===== config.mk =====
export PLATFORM = sky130hd
export DESIGN_NAME = tve_mul
export DESIGN_NICKNAME = d
export VERILOG_FILES = /design/src/tve_pkg.sv /design/src/tve_mul.sv
export SDC_FILE = /design/constraint.sdc
export NUM_CORES = 2
export LEC_CHECK = 0
export BUFFER_PORTS_ARGS = -buffer_cell sky130_fd_sc_hd__buf_4
export CORE_MARGIN = 4
export CORE_UTILIZATION = 45
export CTS_CLUSTER_DIAMETER = 80
export DETAILED_ROUTE_END_ITERATION = 10
export PLACE_DENSITY_LB_ADDON = 0.1
export SLEW_MARGIN = 20
export SYNTH_ARGS = -nofsm -noshare
export SYNTH_HDL_FRONTEND = slang
export SYNTH_SLANG_ARGS = --single-unit

===== constraint.sdc =====
create_clock -name i_clk -period 7.5 [get_ports i_clk]
set_input_delay 0.375 -clock i_clk [delete_from_list [all_inputs] [get_ports i_clk]]
set_output_delay 0.375 -clock i_clk [all_outputs]
set_load 0.05 [all_outputs]

===== src/tve_pkg.sv =====
package tve_pkg;

    // Width of one limb of the split multipliers.
    localparam int LIMB_W = 24;

    // The sum is divided by 144 = 9 * 16 and then shifted right by 32.
    localparam int DIV_SHIFT = 36;

    // The divide-by-nine pipeline works on nibbles, most significant first.
    localparam int DIV_IN_W    = 68;
    localparam int DIV_STAGES  = 5;
    localparam int DIV_PER     = 4;
    localparam int DIV_PAD_W   = DIV_STAGES * DIV_PER * 4;

    // The square root pipeline retires two result bits per stage.
    localparam int Q_W         = 64;
    localparam int VOL_W       = 32;
    localparam int SQRT_STAGES = 16;
    localparam int SQRT_PER    = 2;

    // Status that travels with a word through the back end.
    typedef struct packed {
        logic degen;
        logic sat;
    } t_flags;

endpackage


===== src/tve_mul.sv =====
module tve_mul #(
    parameter int AW = 32,
    parameter int BW = 32
) (
    input  logic            i_clk,
    input  logic [2:0]      i_en,
    input  logic [AW-1:0]   i_a,
    input  logic [BW-1:0]   i_b,
    output logic [AW+BW-1:0] o_p
);
    import tve_pkg::*;

    localparam int NA   = (AW + LIMB_W - 1) / LIMB_W;
    localparam int NB   = (BW + LIMB_W - 1) / LIMB_W;
    localparam int PPW  = 2 * LIMB_W;
    localparam int RW   = LIMB_W * (NB + 1);
    localparam int SUMW = LIMB_W * (NA + NB + 1);
    localparam int PW   = AW + BW;

    logic [NA*LIMB_W-1:0] ap;
    logic [NB*LIMB_W-1:0] bp;
    logic [PPW-1:0]       r_pp [NA][NB];
    logic [RW-1:0]        n_row [NA];
    logic [RW-1:0]        r_row [NA];
    logic [SUMW-1:0]      n_acc;
    logic [PW-1:0]        r_p;

    assign ap = (NA*LIMB_W)'(i_a);
    assign bp = (NB*LIMB_W)'(i_b);

    // First stage: every limb pair is multiplied on its own.
    always_ff @(posedge i_clk) begin
        if (i_en[0]) begin
            for (int i = 0; i < NA; i++) begin
                for (int j = 0; j < NB; j++) begin
                    r_pp[i][j] <= PPW'(ap[i*LIMB_W +: LIMB_W]) * PPW'(bp[j*LIMB_W +: LIMB_W]);
                end
            end
        end
    end

    // Second stage: the partial products of one row are summed.
    always_comb begin
        for (int i = 0; i < NA; i++) begin
            n_row[i] = '0;
            for (int j = 0; j < NB; j++) begin
                n_row[i] = n_row[i] + (RW'(r_pp[i][j]) << (LIMB_W * j));
            end
        end
    end

    always_ff @(posedge i_clk) begin
        if (i_en[1]) begin
            r_row <= n_row;
        end
    end

    // Third stage: the rows are summed into the full product.
    always_comb begin
        n_acc = '0;
        for (int i = 0; i < NA; i++) begin
            n_acc = n_acc + (SUMW'(r_row[i]) << (LIMB_W * i));
        end
    end

    always_ff @(posedge i_clk) begin
        if (i_en[2]) begin
            r_p <= n_acc[PW-1:0];
        end
    end

    assign o_p = r_p;

endmodule


======== Word level (Yosys, flattened, before mapping) ========
Memories as Yosys holds them, arrays and structs flattened.
Cells that the tools add are included.
storage, ports and cells
  output and inout bits ................... 64
  memories kept ........................... 1
  logic and storage cells ................. 13
  bits in writable memories ............... 160
  bits in latches ......................... 0
  bits of input ports ..................... 68
  memory bits (read-only) ................. 0
  flip-flop bits (word level) ............. 168
cells by class
  multipliers ............................. 4
  shifts and indexed selects .............. 0
  $lt $le $gt $ge ......................... 0
  multiplexer cells ....................... 2
  bitwise logic cells ..................... 0
  equality and inequality tests ........... 0
  divide/modulo/power cells ............... 0
  reduce and logical (&&, ||, !) cells .... 0
  add/sub/neg operators ................... 3
memory list
  name  words  bits a word  read ports  clocked after memory_dff  write ports  line           text
  r_pp  2      80           2           0                         2            tve_mul.sv:22  logic [PPW-1:0] r_pp [NA][NB];
operators by type and width
  operator          count
  $add A48 B64 Y64  1
  $add A64 B64 Y64  1
  $mul A24 B24 Y48  1
  $add A40 B40 Y40  1
  $mul A24 B8 Y32   1
  $mul A8 B24 Y32   1
  $mul A8 B8 Y16    1
  $mux W1           2

======== Logic depth before layout (Yosys ltp) ========
  depth after elaboration ................. 2
  depth in mapped cells ................... 26
  gate-level depth less buffers ........... 24

======== Least setup slack after synthesis ========
Ideal clock, no wire load.
  path type ............................... in2reg
  start point ............................. input port i_b[9]
  end point ............................... memory r_pp[0][76] (netlist bit) (data pin)
  required time ........................... 7240 ps
  slack ................................... 611 ps
  stages .................................. 25
  arrival time ............................ 6629 ps
  setup time .............................. 260 ps
  buffers on the path ..................... 2
  cell sequence ........................... clkbuf_1 nand2_1 fa_1 inv_1 fa_1 inv_1 fa_1 inv_1 fa_1 fa_1 fa_1 inv_1 fa_1 inv_1 ha_1 buf_6 and3_4 a221oi_2 o21ai_1 a22o_1 a311oi_2 o221ai_2 a221o_2 a221oi_2 xnor2_1
RTL lines
  item         line           text
  from (decl)  tve_mul.sv:8   input logic [BW-1:0] i_b,
  to (decl)    tve_mul.sv:22

==> flow_summary.yaml <==
setup_path:
  worstSetupEndpointType: "flip-flop"
  cpMostUsedCell: "fa_1"
  slowest_stage: "a2111oi_0"
  cp_top_family: "adder cells"
  critPathLaunchType: "primary input"
  arrival_ns: 7.30
  slowest_delay_ns: 0.62
  path_max_fanout: 32
  path_buf_inv: 7
  required_ns: 7.85
  path_class: "primary input to flip-flop"
clocking:
  cts_tree: "done"
  clock_sinks: 289
  clkSlewWorstSetupHoldPaths_ns: 0.06
  worstSkewPairLatency_ns: 0.61
  cts_hold_buf: 0
  cts-htree-levels: 1
  clockRootBuffer: "clkbuf_16"
  cts_buffer_depth: 3
  cts_resized: 0
  post-cts-setup-buffers: 0
  cts_made_buffers: 31
synth:
  synthesis.area_um2: 44600
  synthCells: 4536
  synth_ff_type: "edfxtp_1"
  ys_warn_count: 0
  yosysSeqAreaShare: 0.195
  synth_seq_cells: 289
  syn_nets: 5768
  synth-async-reset-ratio: 0
  ys_types: 74
  syn_area_per_cell_um2: 9.82
  synth_edf_count: 289
placed_design:
  gp_congestion: 0.863
  portBuffers: 131
  dp_worst_setup_slack_ns: -0.0633
  hpwl_um: 89600
sta:
  hold_viol_final: 0
  timing.final.ws_setup_ns: 0.549
  layout_worst_path_cycle_share: 0.927
  max_freq_mhz: 144
  fin_skew_ns: 0.0344
  tightest_slew_ns: 0.922
  finalMaxSlewViolations: 0
  relSlewSlack: 0.385
  grt_setup_unrepaired: "false"
  layout_min_cycle_time_ns: 6.95
  setup_tns_ns: 0
  setup_viol: 0
  fin_hold_ws_ns: 0.232
die:
  ios: 132
  die_h_um: 323
  core_um2: 98300
  row_count: 115
  die_area_um2: 104000
  die_w_um: 323
  initial_core_util: 0.453
detailed_routing:
  wirelength_um: 114000
  drt_iter0_drc: 1962
  routedWlPerCell_um: 19.3
  via_per_inst: 5.20
  drc: 0
  antenna_left: 0
  num_vias: 30600
  drt_pass1_iterations: 6
global_routing:
  grt_start_max_net_pins: 73
  grt_pass1_vias: 32300
  grt_pass1_wl_um: 182000
  gr-total-overflow: 0
  grtUsageTotal: 0.224
  antenna_found_initial: 4
outcome:
  status: "complete, no violations"
job:
  cap_viol_max_count: 0
finish:
  fin_nets: 5800
  drive_above_1_share: 0.0608
  synthToLayoutAreaGrowth_pct: 7.56
hold_path:
  min_path_type: "primary input to flip-flop"
cell type report:
class                   count  area, um^2
diodes                      6        15.0
clock buffers              34         787
clock inverters            23         199
fillers                  9310       50300
inverters                 843        3160
multi-input cells        3194       31900
flip-flops and latches    289        8680
well taps                1287        1610
repair buffers            209        1570
Yosys cell counts (all sizes together), types with 3 or more instances:
library cell / count / area, um^2
inv: 843 / 3160
fa: 785 / 15700
nand2: 626 / 2350
and2: 488 / 3050
ha: 379 / 4740
edfxtp: 289 / 8680
clkbuf: 205 / 769
a21oi: 152 / 768
xnor2: 123 / 1080
nor2: 87 / 327
a21o: 82 / 619
o21ai: 76 / 380
xor2: 57 / 499
nand3: 40 / 200
and3: 30 / 194
a31oi: 22 / 138
nor2b: 22 / 138
nor3: 22 / 110
o21a: 22 / 165
o21bai: 20 / 154
a211oi: 18 / 140
nand2b: 17 / 106
o211ai: 14 / 105
nand4: 11 / 68.8
a21boi: 9 / 67.6
o31ai: 9 / 67.6
or3: 7 / 43.8
a211o: 6 / 53.8
nor4: 6 / 37.5
a221oi: 5 / 56.3
or2: 5 / 31.3
a221o: 4 / 41.3
a311oi: 4 / 41.3
nand3b: 4 / 30.0
a2111oi: 3 / 26.3
a31o: 3 / 26.3
and4: 3 / 26.3
buf: 3 / 23.8
nor3b: 3 / 22.5
o2111ai: 3 / 26.3
o211a: 3 / 30.0
o221ai: 3 / 32.5
o31a: 3 / 26.3
sequential cells by signal (all words and copies together) (netlist names):
signal  cells
r_pp      128
r_row      97
o_p        64
layer usage:
layer / wire (um) / track usage / vias to the layer above
met5: 0 / 0 / -
li1: - / - / 14200
met2: 51900 / 0.360 / 728
met3: 5600 / 0.0232 / 118
met4: 2200 / 0.0449 / 0
met1: 54000 / 0.332 / 15600
path summary, 6_finish.rpt:
kind	cells after the start	endpoint	slack [ns]	startpoint
max	25	r_pp[0][78]	0.55	i_b[4]
max reg2reg	12	o_p[62]	3.87	r_row[0]
min	1	r_row[82]	0.23	i_en[1]
min reg2reg	0	o_p[16]	0.41	r_row[88]
cells by family after synthesis:
family | count (synthesis) | synth area share
XOR/XNOR | 180 | 0.0354
flip-flops | 289 | 0.195
multiplexers | 1 | 0.000225
AND/OR/NAND/NOR | 1374 | 0.152
AO/OA/AOI/OAI | 475 | 0.0695
adder cells (fa/ha/maj) | 1164 | 0.459
buffers and inverters | 1053 | 0.0893
metrics by stage:
step / area, um^2 / std cells / utilization
floorplan: 44600 / 4536 / -
global placement: 46900 / 5822 / 0.478
detailed placement: 46900 / 5822 / 0.478
CTS: 47900 / 5879 / 0.488
global route: 47900 / 5879 / 0.488
finish: 47900 / 5885 / 0.488
cell usage in the layout, fill, tap and decap left out, types with 14 or more instances in the layout:
cell,count
a21oi_1,150
o21ai_0,72
xor2_1,57
o211ai_1,14
nand2_1,626
o21bai_1,19
nor3_1,22
xnor2_1,123
a31oi_1,22
a21o_1,79
and2_1,487
nor2_1,87
and3_1,28
nand3_1,40
ha_1,379
a211oi_1,17
inv_1,843
clkbuf_16,31
o21a_1,22
edfxtp_1,289
buf_4,208
nor2b_1,22
nand2b_1,17
fa_1,785
Power is left out: the tool's default activity adds up to more than one toggle a clock period on the data nets, which glitch-free logic cannot reach.
