===== config.mk =====
export PLATFORM = sky130hd
export DESIGN_NAME = tve_div9
export DESIGN_NICKNAME = d
export VERILOG_FILES = /design/src/tve_pkg.sv /design/src/tve_div9.sv
export SDC_FILE = /design/constraint.sdc
export NUM_CORES = 1
export LEC_CHECK = 0
export ABC_CLOCK_PERIOD_IN_PS = 14000
export BUFFER_PORTS_ARGS = -buffer_cell sky130_fd_sc_hd__buf_2
export CAP_MARGIN = 20
export CORE_MARGIN = 2
export CORE_UTILIZATION = 25
export DETAILED_ROUTE_END_ITERATION = 16
export HOLD_SLACK_MARGIN = 0.03
export PLACE_DENSITY = 0.51
export SLEW_MARGIN = 30
export SYNTH_ARGS = -nofsm -noshare
export SYNTH_HDL_FRONTEND = slang
export SYNTH_SLANG_ARGS = --single-unit
export TNS_END_PERCENT = 1

===== constraint.sdc =====
create_clock -name i_clk -period 14 [get_ports i_clk]
set_input_delay 0.7 -clock i_clk [delete_from_list [all_inputs] [get_ports i_clk]]
set_output_delay 0.7 -clock i_clk [all_outputs]
set_load 0.005 [all_outputs]

===== src/tve_pkg.sv =====
package tve_pkg;

    // Width of one limb of the split multipliers.
    localparam int LIMB_W = 24;

    // The sum is divided by 144 = 9 * 16 and then shifted right by 32.
    localparam int DIV_SHIFT = 36;

    // The divide-by-nine pipeline works on nibbles, most significant first.
    localparam int DIV_IN_W    = 68;
    localparam int DIV_STAGES  = 5;
    localparam int DIV_PER     = 4;
    localparam int DIV_PAD_W   = DIV_STAGES * DIV_PER * 4;

    // The square root pipeline retires two result bits per stage.
    localparam int Q_W         = 64;
    localparam int VOL_W       = 32;
    localparam int SQRT_STAGES = 16;
    localparam int SQRT_PER    = 2;

    // Status that travels with a word through the back end.
    typedef struct packed {
        logic degen;
        logic sat;
    } t_flags;

endpackage


===== src/tve_div9.sv =====
module tve_div9 (
    input  logic                           i_clk,
    input  logic [tve_pkg::DIV_STAGES-1:0] i_en,
    input  logic [tve_pkg::DIV_IN_W-1:0]   i_num,
    input  tve_pkg::t_flags                i_flags,
    output logic [tve_pkg::Q_W-1:0]        o_quo,
    output tve_pkg::t_flags                o_flags
);
    import tve_pkg::*;

    localparam int NIBS = DIV_PAD_W / 4;

    logic [DIV_PAD_W-1:0] r_num [DIV_STAGES];
    logic [DIV_PAD_W-1:0] r_quo [DIV_STAGES];
    logic [3:0]           r_rem [DIV_STAGES];
    t_flags               r_flg [DIV_STAGES];
    logic [DIV_PAD_W-1:0] n_num [DIV_STAGES];
    logic [DIV_PAD_W-1:0] n_quo [DIV_STAGES];
    logic [3:0]           n_rem [DIV_STAGES];

    // Quotient digit of a value below 144 divided by nine.
    function automatic logic [3:0] div9_digit(input logic [7:0] cur);
        logic [3:0] q;
        q = '0;
        for (int k = 1; k < 16; k++) begin
            if (cur >= 8'(9 * k)) begin
                q = 4'(k);
            end
        end
        return q;
    endfunction

    // Each stage does four long-division steps of one nibble each.
    always_comb begin
        logic [7:0] cur;
        logic [3:0] q;
        logic [3:0] rem;
        int         idx;
        for (int s = 0; s < DIV_STAGES; s++) begin
            if (s == 0) begin
                n_num[s] = DIV_PAD_W'(i_num);
                n_quo[s] = '0;
                rem      = '0;
            end else begin
                n_num[s] = r_num[s-1];
                n_quo[s] = r_quo[s-1];
                rem      = r_rem[s-1];
            end
            for (int k = 0; k < DIV_PER; k++) begin
                idx = NIBS - 1 - (s * DIV_PER + k);
                cur = {rem, n_num[s][idx*4 +: 4]};
                q   = div9_digit(cur);
                rem = 4'(cur - 8'(q) * 8'(9));
                n_quo[s][idx*4 +: 4] = q;
            end
            n_rem[s] = rem;
        end
    end

    always_ff @(posedge i_clk) begin
        for (int s = 0; s < DIV_STAGES; s++) begin
            if (i_en[s]) begin
                r_num[s] <= n_num[s];
                r_quo[s] <= n_quo[s];
                r_rem[s] <= n_rem[s];
                r_flg[s] <= (s == 0) ? i_flags : r_flg[(s == 0) ? 0 : s - 1];
            end
        end
    end

    assign o_quo   = r_quo[DIV_STAGES-1][Q_W-1:0];
    assign o_flags = r_flg[DIV_STAGES-1];

endmodule


# --- Word level (Yosys, flattened, before mapping) ---
# Memory sizes are Yosys's and may differ from the RTL's.
# Cells that the tools add are included.
classes:
  addsub: 17
  mul: 17
  magnitude_cmp: 255
  muxes: 265
ops:
  columns: ["op", "n"]
  rows:
  - ["$ge 8x7->1 const B", 112]
  - ["$mux 4", 222]
  - ["$ge 8x6->1 const B", 64]
  - ["$ge 8x5->1 const B", 32]
  - ["$ge 8x4->1 const B", 16]
  - ["$ge 8x8->1 const B", 16]
  - ["$mul 4x4->4 const B", 17]
  - ["$sub 4x4->4", 17]
  - ["$ge 4x7->1 const B", 7]
  - ["$mux 1", 27]
  - ["$mux 3", 9]
  - ["$ge 4x6->1 const B", 4]
  - ["$mux 2", 7]
  - ["$ge 4x5->1 const B", 2]
  - ["$ge 4x8->1 const B", 1]
  - ["$ge 4x4->1 const B", 1]
totals:
  reg_bits: 0
  mem_bits_rw: 830
  in_bits: 76
  out_inout_bits: 66
  word_cells: 558
  n_memories: 4
mem_list:
  columns: ["memory", "words", "word_bits", "read_ports", "rd_clocked_by_memory_dff", "write_ports", "line", "rtl"]
  rows:
  - ["r_num", 5, 80, 4, 0, 5, "tve_div9.sv:13", "logic [DIV_PAD_W-1:0] r_num [DIV_STAGES];"]
  - ["r_quo", 5, 80, 5, 0, 5, "tve_div9.sv:14", "logic [DIV_PAD_W-1:0] r_quo [DIV_STAGES];"]
  - ["r_rem", 5, 4, 4, 0, 5, "tve_div9.sv:15", "logic [3:0] r_rem [DIV_STAGES];"]
  - ["r_flg", 5, 2, 5, 0, 5, "tve_div9.sv:16", "t_flags r_flg [DIV_STAGES];"]

# --- Logic depth before layout (Yosys ltp) ---
# Gate-level depths: netlist (run 1).
# An unclocked memory read counts as a cell.
logic_depth:
  ltp_word: 73
  depth_mapped: 59
  ltp_nobuf: 55

# --- Least setup slack after synthesis (run 1) ---
# Ideal clock, no wire load.
synth_path:
  kind: "flip-flop to flip-flop"
  start: "memory r_num[0][126] (netlist name)"
  end: "memory r_rem[2][3], in the netlist r_rem[0][11], data pin"
  setup_time_ps: 260
  t_arrival_ps: 10700
  required_time_ps: 13740
  path_slack_ps: 3040
  stages_incl_launch_ff: 50
  path_buffers: 2
  synth_period_minus_slack_ps: 10960
  path_cell_list: "edfxtp_1 -> or4_1 -> a311o_1 -> a221oi_2 -> nor2_1 -> nand2_1 -> inv_1 -> ha_1 -> inv_1 -> fa_1 -> fa_1 -> clkbuf_1 -> nor3_1 -> a21oi_1 -> o31a_1 -> o22ai_1 -> or4_4 -> nand2_4 -> (+14 left out) -> ha_1 -> o21a_1 -> o21ai_0 -> nand2b_1 -> or2_2 -> nor3b_1 -> o41ai_1 -> nor3b_2 -> xnor2_2 -> mux2_4 -> ha_1 -> fa_1 -> inv_1 -> ha_1 -> a21o_1 -> a21oi_1 -> xnor2_1 -> xnor2_1"
synth_lines:
  columns: ["element", "line"]
  rows:
  - ["start, declared", "tve_div9.sv:13"]
  - ["end, declared", "tve_div9.sv:15"]

==> results of run 1 <==
[sequential cells by signal, indices dropped and copies added (netlist names)]
register  count
r_flg        10
r_num       160
r_rem        16
r_quo       160
[cell families (layout without fill, tap and decap cells)]
logic type      after synthesis  in the layout  share of synthesized area [%]
flops                       346            346                           57.0
buf+inv                     193            342                           4.02
simple gates                346            346                           9.04
fa+ha+maj                   123            123                           9.47
mux                          26             26                           1.49
xor+xnor                    108            108                           5.31
compound gates              397            397                           13.7
[cells in the final DEF, fill, tap and decap left out, types with 20 or more instances in the layout]
| cell | n |
|---|---|
| nor3_1 | 32 |
| mux2i_1 | 20 |
| a21oi_1 | 105 |
| edfxtp_1 | 346 |
| nor2_1 | 97 |
| nand2b_1 | 27 |
| fa_1 | 31 |
| nand2_1 | 93 |
| clkbuf_16 | 45 |
| ha_1 | 74 |
| buf_2 | 136 |
| xnor2_1 | 76 |
| inv_1 | 111 |
| nand3_1 | 32 |
| xor2_1 | 29 |
| o21ai_0 | 129 |
[area by class of cell]
| type | count | share of cell area [%] |
|---|---|---|
| clock buffers | 48 | 5.35 |
| clock inverters | 32 | 1.07 |
| inverters | 117 | 2.07 |
| flip-flops and latches | 346 | 48.9 |
| repair buffers | 145 | 3.54 |
| multi-input cells | 1000 | 33.4 |
| well taps | 959 | 5.65 |
[worst max-delay path, delay by kind of cell, from the launching register on]
| kind | cells | cell delay (ps) |
|---|---|---|
| fa+ha+maj | 12 | 4470 |
| simple gates | 12 | 2700 |
| compound gates | 10 | 2030 |
| xor+xnor | 4 | 1160 |
| mux | 2 | 660 |
| flops | 1 | 610 |
| buf+inv | 6 | 410 |
[metal layers]
layer | up-vias | wire length, um | global-route usage (%)
met5 | - | 0 | 0
met2 | 380 | 18800 | 17.4
li1 | 5926 | - | -
met1 | 5906 | 17500 | 13.5
met4 | 0 | 1110 | 3.82
met3 | 88 | 2360 | 2.13
[metrics by stage]
step | instance area [um2] | worst slack [ps] | cells | hold WS [ps] | util (%)
2_1_floorplan | 18200 | 3040 | 1539 | 400 | -
5_1_grt | 21200 | 597 | 2647 | 270 | 29.3
3_5_place_dp | 19900 | 1720 | 2567 | 405 | 27.4
4_1_cts | 21200 | 1670 | 2647 | 256 | 29.3
3_3_place_gp | 19900 | 2090 | 2567 | 402 | 27.4
6_report | 21200 | 1680 | 2647 | 313 | 29.3
[how the worst max path moves through the flow]
stage | end | slack, ps
after detailed placement | r_rem[0][11]$_DFFE_PP_ | 1720
after global placement | r_rem[0][11]$_DFFE_PP_ | 2090
after CTS | r_rem[0][11]$_DFFE_PP_ | 1670
after floorplan | r_rem[0][11]$_DFFE_PP_ | 3040
final | r_rem[0][11]$_DFFE_PP_ | 1680
after global routing | r_rem[0][11]$_DFFE_PP_ | 600
==> out/qor.csv, run 1 <==
stage,metric,value,unit
logic_synthesis,top_reg_cell synth,edfxtp_1,
logic_synthesis,count of state elements after synthesis,346,
setup_path,Reg2Reg Depth,46,
placement,DP Wirelength,26800,um
setup_path,"Max FO, Critical Path",15,
drt,WL final,39800,um
logic_synthesis,Synth area leader,edfxtp_1,
clock_tree,CTS root buf,clkbuf_16,
drt,First DRT Iteration DRCs,848,
floorplanning,core region area,0.0726,mm2
clock_tree,htree depth,2,
logic_synthesis,Post-synth EDFFs,346,
timing,Worst-Margin Slew,855,ps
finish,Reg area,0.0104,mm2
logic_synthesis,Ys Warns,0,
floorplanning,Starting Density,25.1,%
floorplanning,total die area,0.0751,mm2
min_path,Hold Crit Start,i_num[59],
floorplanning,# IOs,142,
floorplanning,Die Ht,274,um
logic_synthesis,synth cell count leaders,"346 x edfxtp_1, 129 x o21ai_0, 111 x inv_1",
timing,Max-slew headroom,43.0,%
setup_path,Critical Path Start,r_num[0][126]$_DFFE_PP_,
min_path,WHS Endpoint,r_num[0][59]$_DFFE_PP_,
logic_synthesis,"Net Count, Synth",1720,
setup_path,critical path type,reg2reg,
timing,final worst-path cycle share,88.0,%
grt,pin count of the biggest net entering global routing,67,
logic_synthesis,Syn Std Cell Area,0.0182,mm2
drt,# DRC,0,
clock_tree,CTS Buffer Depth,3,
setup_path,startpoint types,flop,
status,status,"complete, no violations",
min_path,worst hold path type,in2reg,
setup_path,Critical Path Sink Type,flop,
drt,drt pass-1 iters,5,
placement,final estimated routing congestion in global placement,0.831,
setup_path,CP max stage delay,820,ps
logic_synthesis,Mean Syn Cell Area,11.8,um2
timing,setup violators final,0,
clock_tree,Post CTS Setup Buffer Count,0,
grt,Overflow after GRT,0,
clock_tree,post-cts resize count,0,
logic_synthesis,Yosys top cell area share,57.0,%
clock_tree,Worst-Skew Late Latency,560,ps
setup_path,flop2flop setup slack,1680,ps
setup_path,slowest CP cell,fa_1,
logic_synthesis,Async SR Flop Fraction,0,%
setup_path,Crit Reg-Reg Startpoint,r_num[0][126]$_DFFE_PP_,
placement,port bufs,141,
timing,post-route clock skew,13.6,ps
setup_path,crit path DAT,12610,ps
timing,RSZ-0062 raised after global routing,no,
timing,f_max,0.0812,GHz
clock_tree,CTS tree,yes,
clock_tree,Clock transition at path regs,60,ps
logic_synthesis,Mapped Cells,1539,
floorplanning,Site Rows,99,
timing,Final Hold Vio Count,0,
drt,drt wl/cell,15.0,um
clock_tree,hold buffer count at CTS,0,
flow_run,Max Cap Viol,0,
timing,Final min period,12320,ps
logic_synthesis,post-synthesis sequential area ratio,57.0,%
clock_tree,clock sink count,346,
drt,vias after detailed routing,12300,
setup_path,"Data required, critical path",14290,ps
finish,ANT cells,0,
grt,initial antenna violation count,3,
floorplanning,Die X-Extent,274,um
setup_path,reg2reg end,r_rem[0][11]$_DFFE_PP_,
finish,Fill cells,7443,
drt,antenna-violating nets left,0,
finish,layout cells sized above 1,14.1,%
grt,GRT Resource Usage Total,10.5,%
timing,total negative slack,0,ps
clock_tree,TritonCTS Buffers,44,
logic_synthesis,most frequent cell after synthesis,edfxtp_1,
min_path,WHS Path Cells,1,
finish,multi-input logic area,0.00710,mm2
logic_synthesis,"top cells by area, synth","edfxtp_1 57%, ha_1 5.1%, xnor2_1 3.7%",
logic_synthesis,Netlist cell types,74,
grt,first-pass GRT wire length,63300,um
timing,final max-slew violation count,0,
grt,number of global-route vias before repair,11900,
finish,nets,1835,
drt,vias per cell,4.65,
finish,synthesis-to-layout area growth,16.6,%
Power of run 1 is not shown: default switching activity piles up to over one toggle a cycle in this logic, so the estimate is an artifact.
==> inputs of run 2 (changes only) <==
--- a/config.mk
+++ b/config.mk
@@ -5,7 +5,7 @@
 export SDC_FILE = /design/constraint.sdc
 export NUM_CORES = 1
 export LEC_CHECK = 0
-export ABC_CLOCK_PERIOD_IN_PS = 14000
+export ABC_CLOCK_PERIOD_IN_PS = 15900
 export BUFFER_PORTS_ARGS = -buffer_cell sky130_fd_sc_hd__buf_2
 export CAP_MARGIN = 20
 export CORE_MARGIN = 2
==> constraint.sdc (replaced) <==
create_clock -name i_clk -period 15.9 [get_ports i_clk]
set_input_delay 0.795 -clock i_clk [delete_from_list [all_inputs] [get_ports i_clk]]
set_output_delay 0.795 -clock i_clk [all_outputs]
set_load 0.005 [all_outputs]
==> run 2 against run 1 <==
Effect of this change: worst setup slack improved by 1900 ps; die area did not move; core utilization about the same; highest routed layer unchanged; largest cell class unchanged; global-route usage shrank 0.11 points.
==> out/qor.csv, run 2 (same netlist as run 1, synthesis figures left out) <==
stage,metric,value,unit,change
setup_path,"Largest delay share family, worst path",adder cells,,unchanged
min_path,Hold Crit Start,r_num[0][30]$_DFFE_PP_,,was i_num[59]
timing,post-route clock skew,16.9,ps,was 13.6 ps
finish,registers with the most flip-flops,"r_num x160, r_quo x160, r_rem x16",,unchanged
finish,"most common cell after layout, fill and taps aside",edfxtp_1,,unchanged
clock_tree,Clock transition at path regs,60,ps,about the same
grt,initial antenna violation count,1,,was 3
setup_path,CP max stage delay,820,ps,about the same
clock_tree,CTS tree,yes,,unchanged
flow_run,Max Cap Viol,0,,unchanged
timing,RSZ-0062 raised after global routing,no,,unchanged
timing,final max-slew violation count,0,,unchanged
min_path,WHS Path Cells,0,,was 1
finish,nets,1834,,"was 1,835"
floorplanning,Die X-Extent,274,um,unchanged
clock_tree,TritonCTS Buffers,43,,was 44
clock_tree,post-cts resize count,0,,unchanged
placement,port bufs,141,,unchanged
timing,Worst-Margin Slew,855,ps,about the same
clock_tree,Worst-Skew Late Latency,560,ps,about the same
placement,DP Wirelength,26700,um,"was 26,800 um"
grt,Overflow after GRT,0,,unchanged
drt,drt pass-1 iters,5,,unchanged
clock_tree,CTS root buf,clkbuf_16,,unchanged
floorplanning,# IOs,142,,unchanged
setup_path,Reg2Reg Depth,45,,was 46
floorplanning,core region area,0.0726,mm2,unchanged
floorplanning,total die area,0.0751,mm2,unchanged
drt,First DRT Iteration DRCs,995,,was 848
clock_tree,CTS Buffer Depth,3,,unchanged
floorplanning,Die Ht,274,um,unchanged
min_path,WHS Endpoint,r_num[0][110]$_DFFE_PP_,,was r_num[0][59]$_DFFE_PP_
setup_path,startpoint types,flop,,unchanged
floorplanning,Site Rows,99,,unchanged
drt,antenna-violating nets left,0,,unchanged
timing,Max-slew headroom,43.0,%,about the same
setup_path,critical path type,reg2reg,,unchanged
drt,vias after detailed routing,12200,,"was 12,300"
grt,number of global-route vias before repair,11700,,"was 11,900"
setup_path,Worst Path Buf+Inv,6,,unchanged
drt,drt wl/cell,14.9,um,was 15.0 um
placement,Area after DPL,0.0199,mm2,unchanged
grt,GRT Resource Usage Total,10.4,%,was 10.5%
drt,vias per cell,4.61,,was 4.65
finish,Post-Layout Inst Area,0.0212,mm2,about the same
floorplanning,Starting Density,25.1,%,unchanged
timing,setup violators final,0,,unchanged
grt,first-pass GRT wire length,62500,um,"was 63,300 um"
setup_path,crit path DAT,12640,ps,"was 12,610 ps"
status,status,"complete, no violations",,unchanged
setup_path,Crit Reg-Reg Startpoint,r_num[0][126]$_DFFE_PP_,,unchanged
clock_tree,hold buffer count at CTS,0,,unchanged
placement,final estimated routing congestion in global placement,0.831,,unchanged
setup_path,flop2flop setup slack,3550,ps,was 1680 ps
finish,ANT cells,0,,unchanged
timing,f_max,0.0810,GHz,was 0.0812 GHz
setup_path,"Data required, critical path",16190,ps,"was 14,290 ps"
setup_path,"Max FO, Critical Path",15,,unchanged
setup_path,slowest CP cell,fa_1,,unchanged
setup_path,Critical Path Sink Type,flop,,unchanged
timing,total negative slack,0,ps,unchanged
timing,final worst-path cycle share,77.6,%,was 88.0%
timing,Final min period,12350,ps,"was 12,320 ps"
finish,synthesis-to-layout area growth,16.5,%,was 16.6%
timing,post-route setup slack,3550,ps,was 1680 ps
placement,pre-CTS WS,3670,ps,was 1720 ps
min_path,worst hold path type,reg2reg,,was in2reg
grt,pin count of the biggest net entering global routing,67,,unchanged
finish,most frequent cells in the layout,"346 x edfxtp_1, 136 x buf_2, 129 x o21ai_0",,unchanged
clock_tree,Post CTS Setup Buffer Count,0,,unchanged
clock_tree,clock sink count,346,,unchanged
timing,Final Hold Vio Count,0,,unchanged
drt,WL final,39500,um,"was 39,800 um"
drt,# DRC,0,,unchanged
finish,layout cells sized above 1,13.8,%,was 14.1%
clock_tree,htree depth,2,,unchanged
setup_path,reg2reg end,r_rem[0][11]$_DFFE_PP_,,unchanged
## run 2: worst max-delay path by stage
| stage | startpoint | endpoint | slack [ps] | depth (start not counted) |
|---|---|---|---|---|
| floorplan | r_num[0][126]$_DFFE_PP_ | r_rem[0][11]$_DFFE_PP_ | 4940 | 49 |
| global placement | r_num[0][126]$_DFFE_PP_ | r_rem[0][11]$_DFFE_PP_ | 3990 | 46 |
| detailed placement | r_num[0][126]$_DFFE_PP_ | r_rem[0][11]$_DFFE_PP_ | 3670 | 45 |
| CTS | r_num[0][126]$_DFFE_PP_ | r_rem[0][11]$_DFFE_PP_ | 3630 | 45 |
| global route | r_num[0][190]$_DFFE_PP_ | r_rem[0][15]$_DFFE_PP_ | 2600 | 50 |
| finish | r_num[0][126]$_DFFE_PP_ | r_rem[0][11]$_DFFE_PP_ | 3550 | 45 |
## run 2: final cells by class
class | count | area [um2]
Fill cell | 7429 | 51300
Sequential cell | 346 | 10400
Multi-Input combinational cell | 1000 | 7100
Tap cell | 959 | 1200
Clock buffer | 49 | 1100
Timing Repair Buffer | 145 | 752
Inverter | 117 | 439
Clock inverter | 26 | 259
## run 2: worst register-to-register path, delay by kind of cell (launching register included)
family	cells	cell delay [ps]
buf+inv	6	430
compound gates	9	2110
simple gates	12	2740
xor+xnor	4	1130
fa+ha+maj	12	4480
flops	1	600
mux	2	570
## run 2: metal layers
metal / track usage (%) / vias to the layer above / routed length [um]
met4: 3.39 / 0 / 911
met1: 13.4 / 5837 / 17600
li1: - / 5912 / -
met3: 2.12 / 63 / 2250
met2: 17.3 / 372 / 18700
met5: 0 / - / 0
## run 2: metrics by stage
stage	hold WS (ps)	util, %	std cells
4_1_cts	346	29.3	2642
3_3_place_gp	402	27.4	2567
3_5_place_dp	405	27.4	2567
6_report	406	29.3	2642
5_1_grt	352	29.3	2642
2_1_floorplan	400	-	1539
Power of run 2 is left out for the same reason.
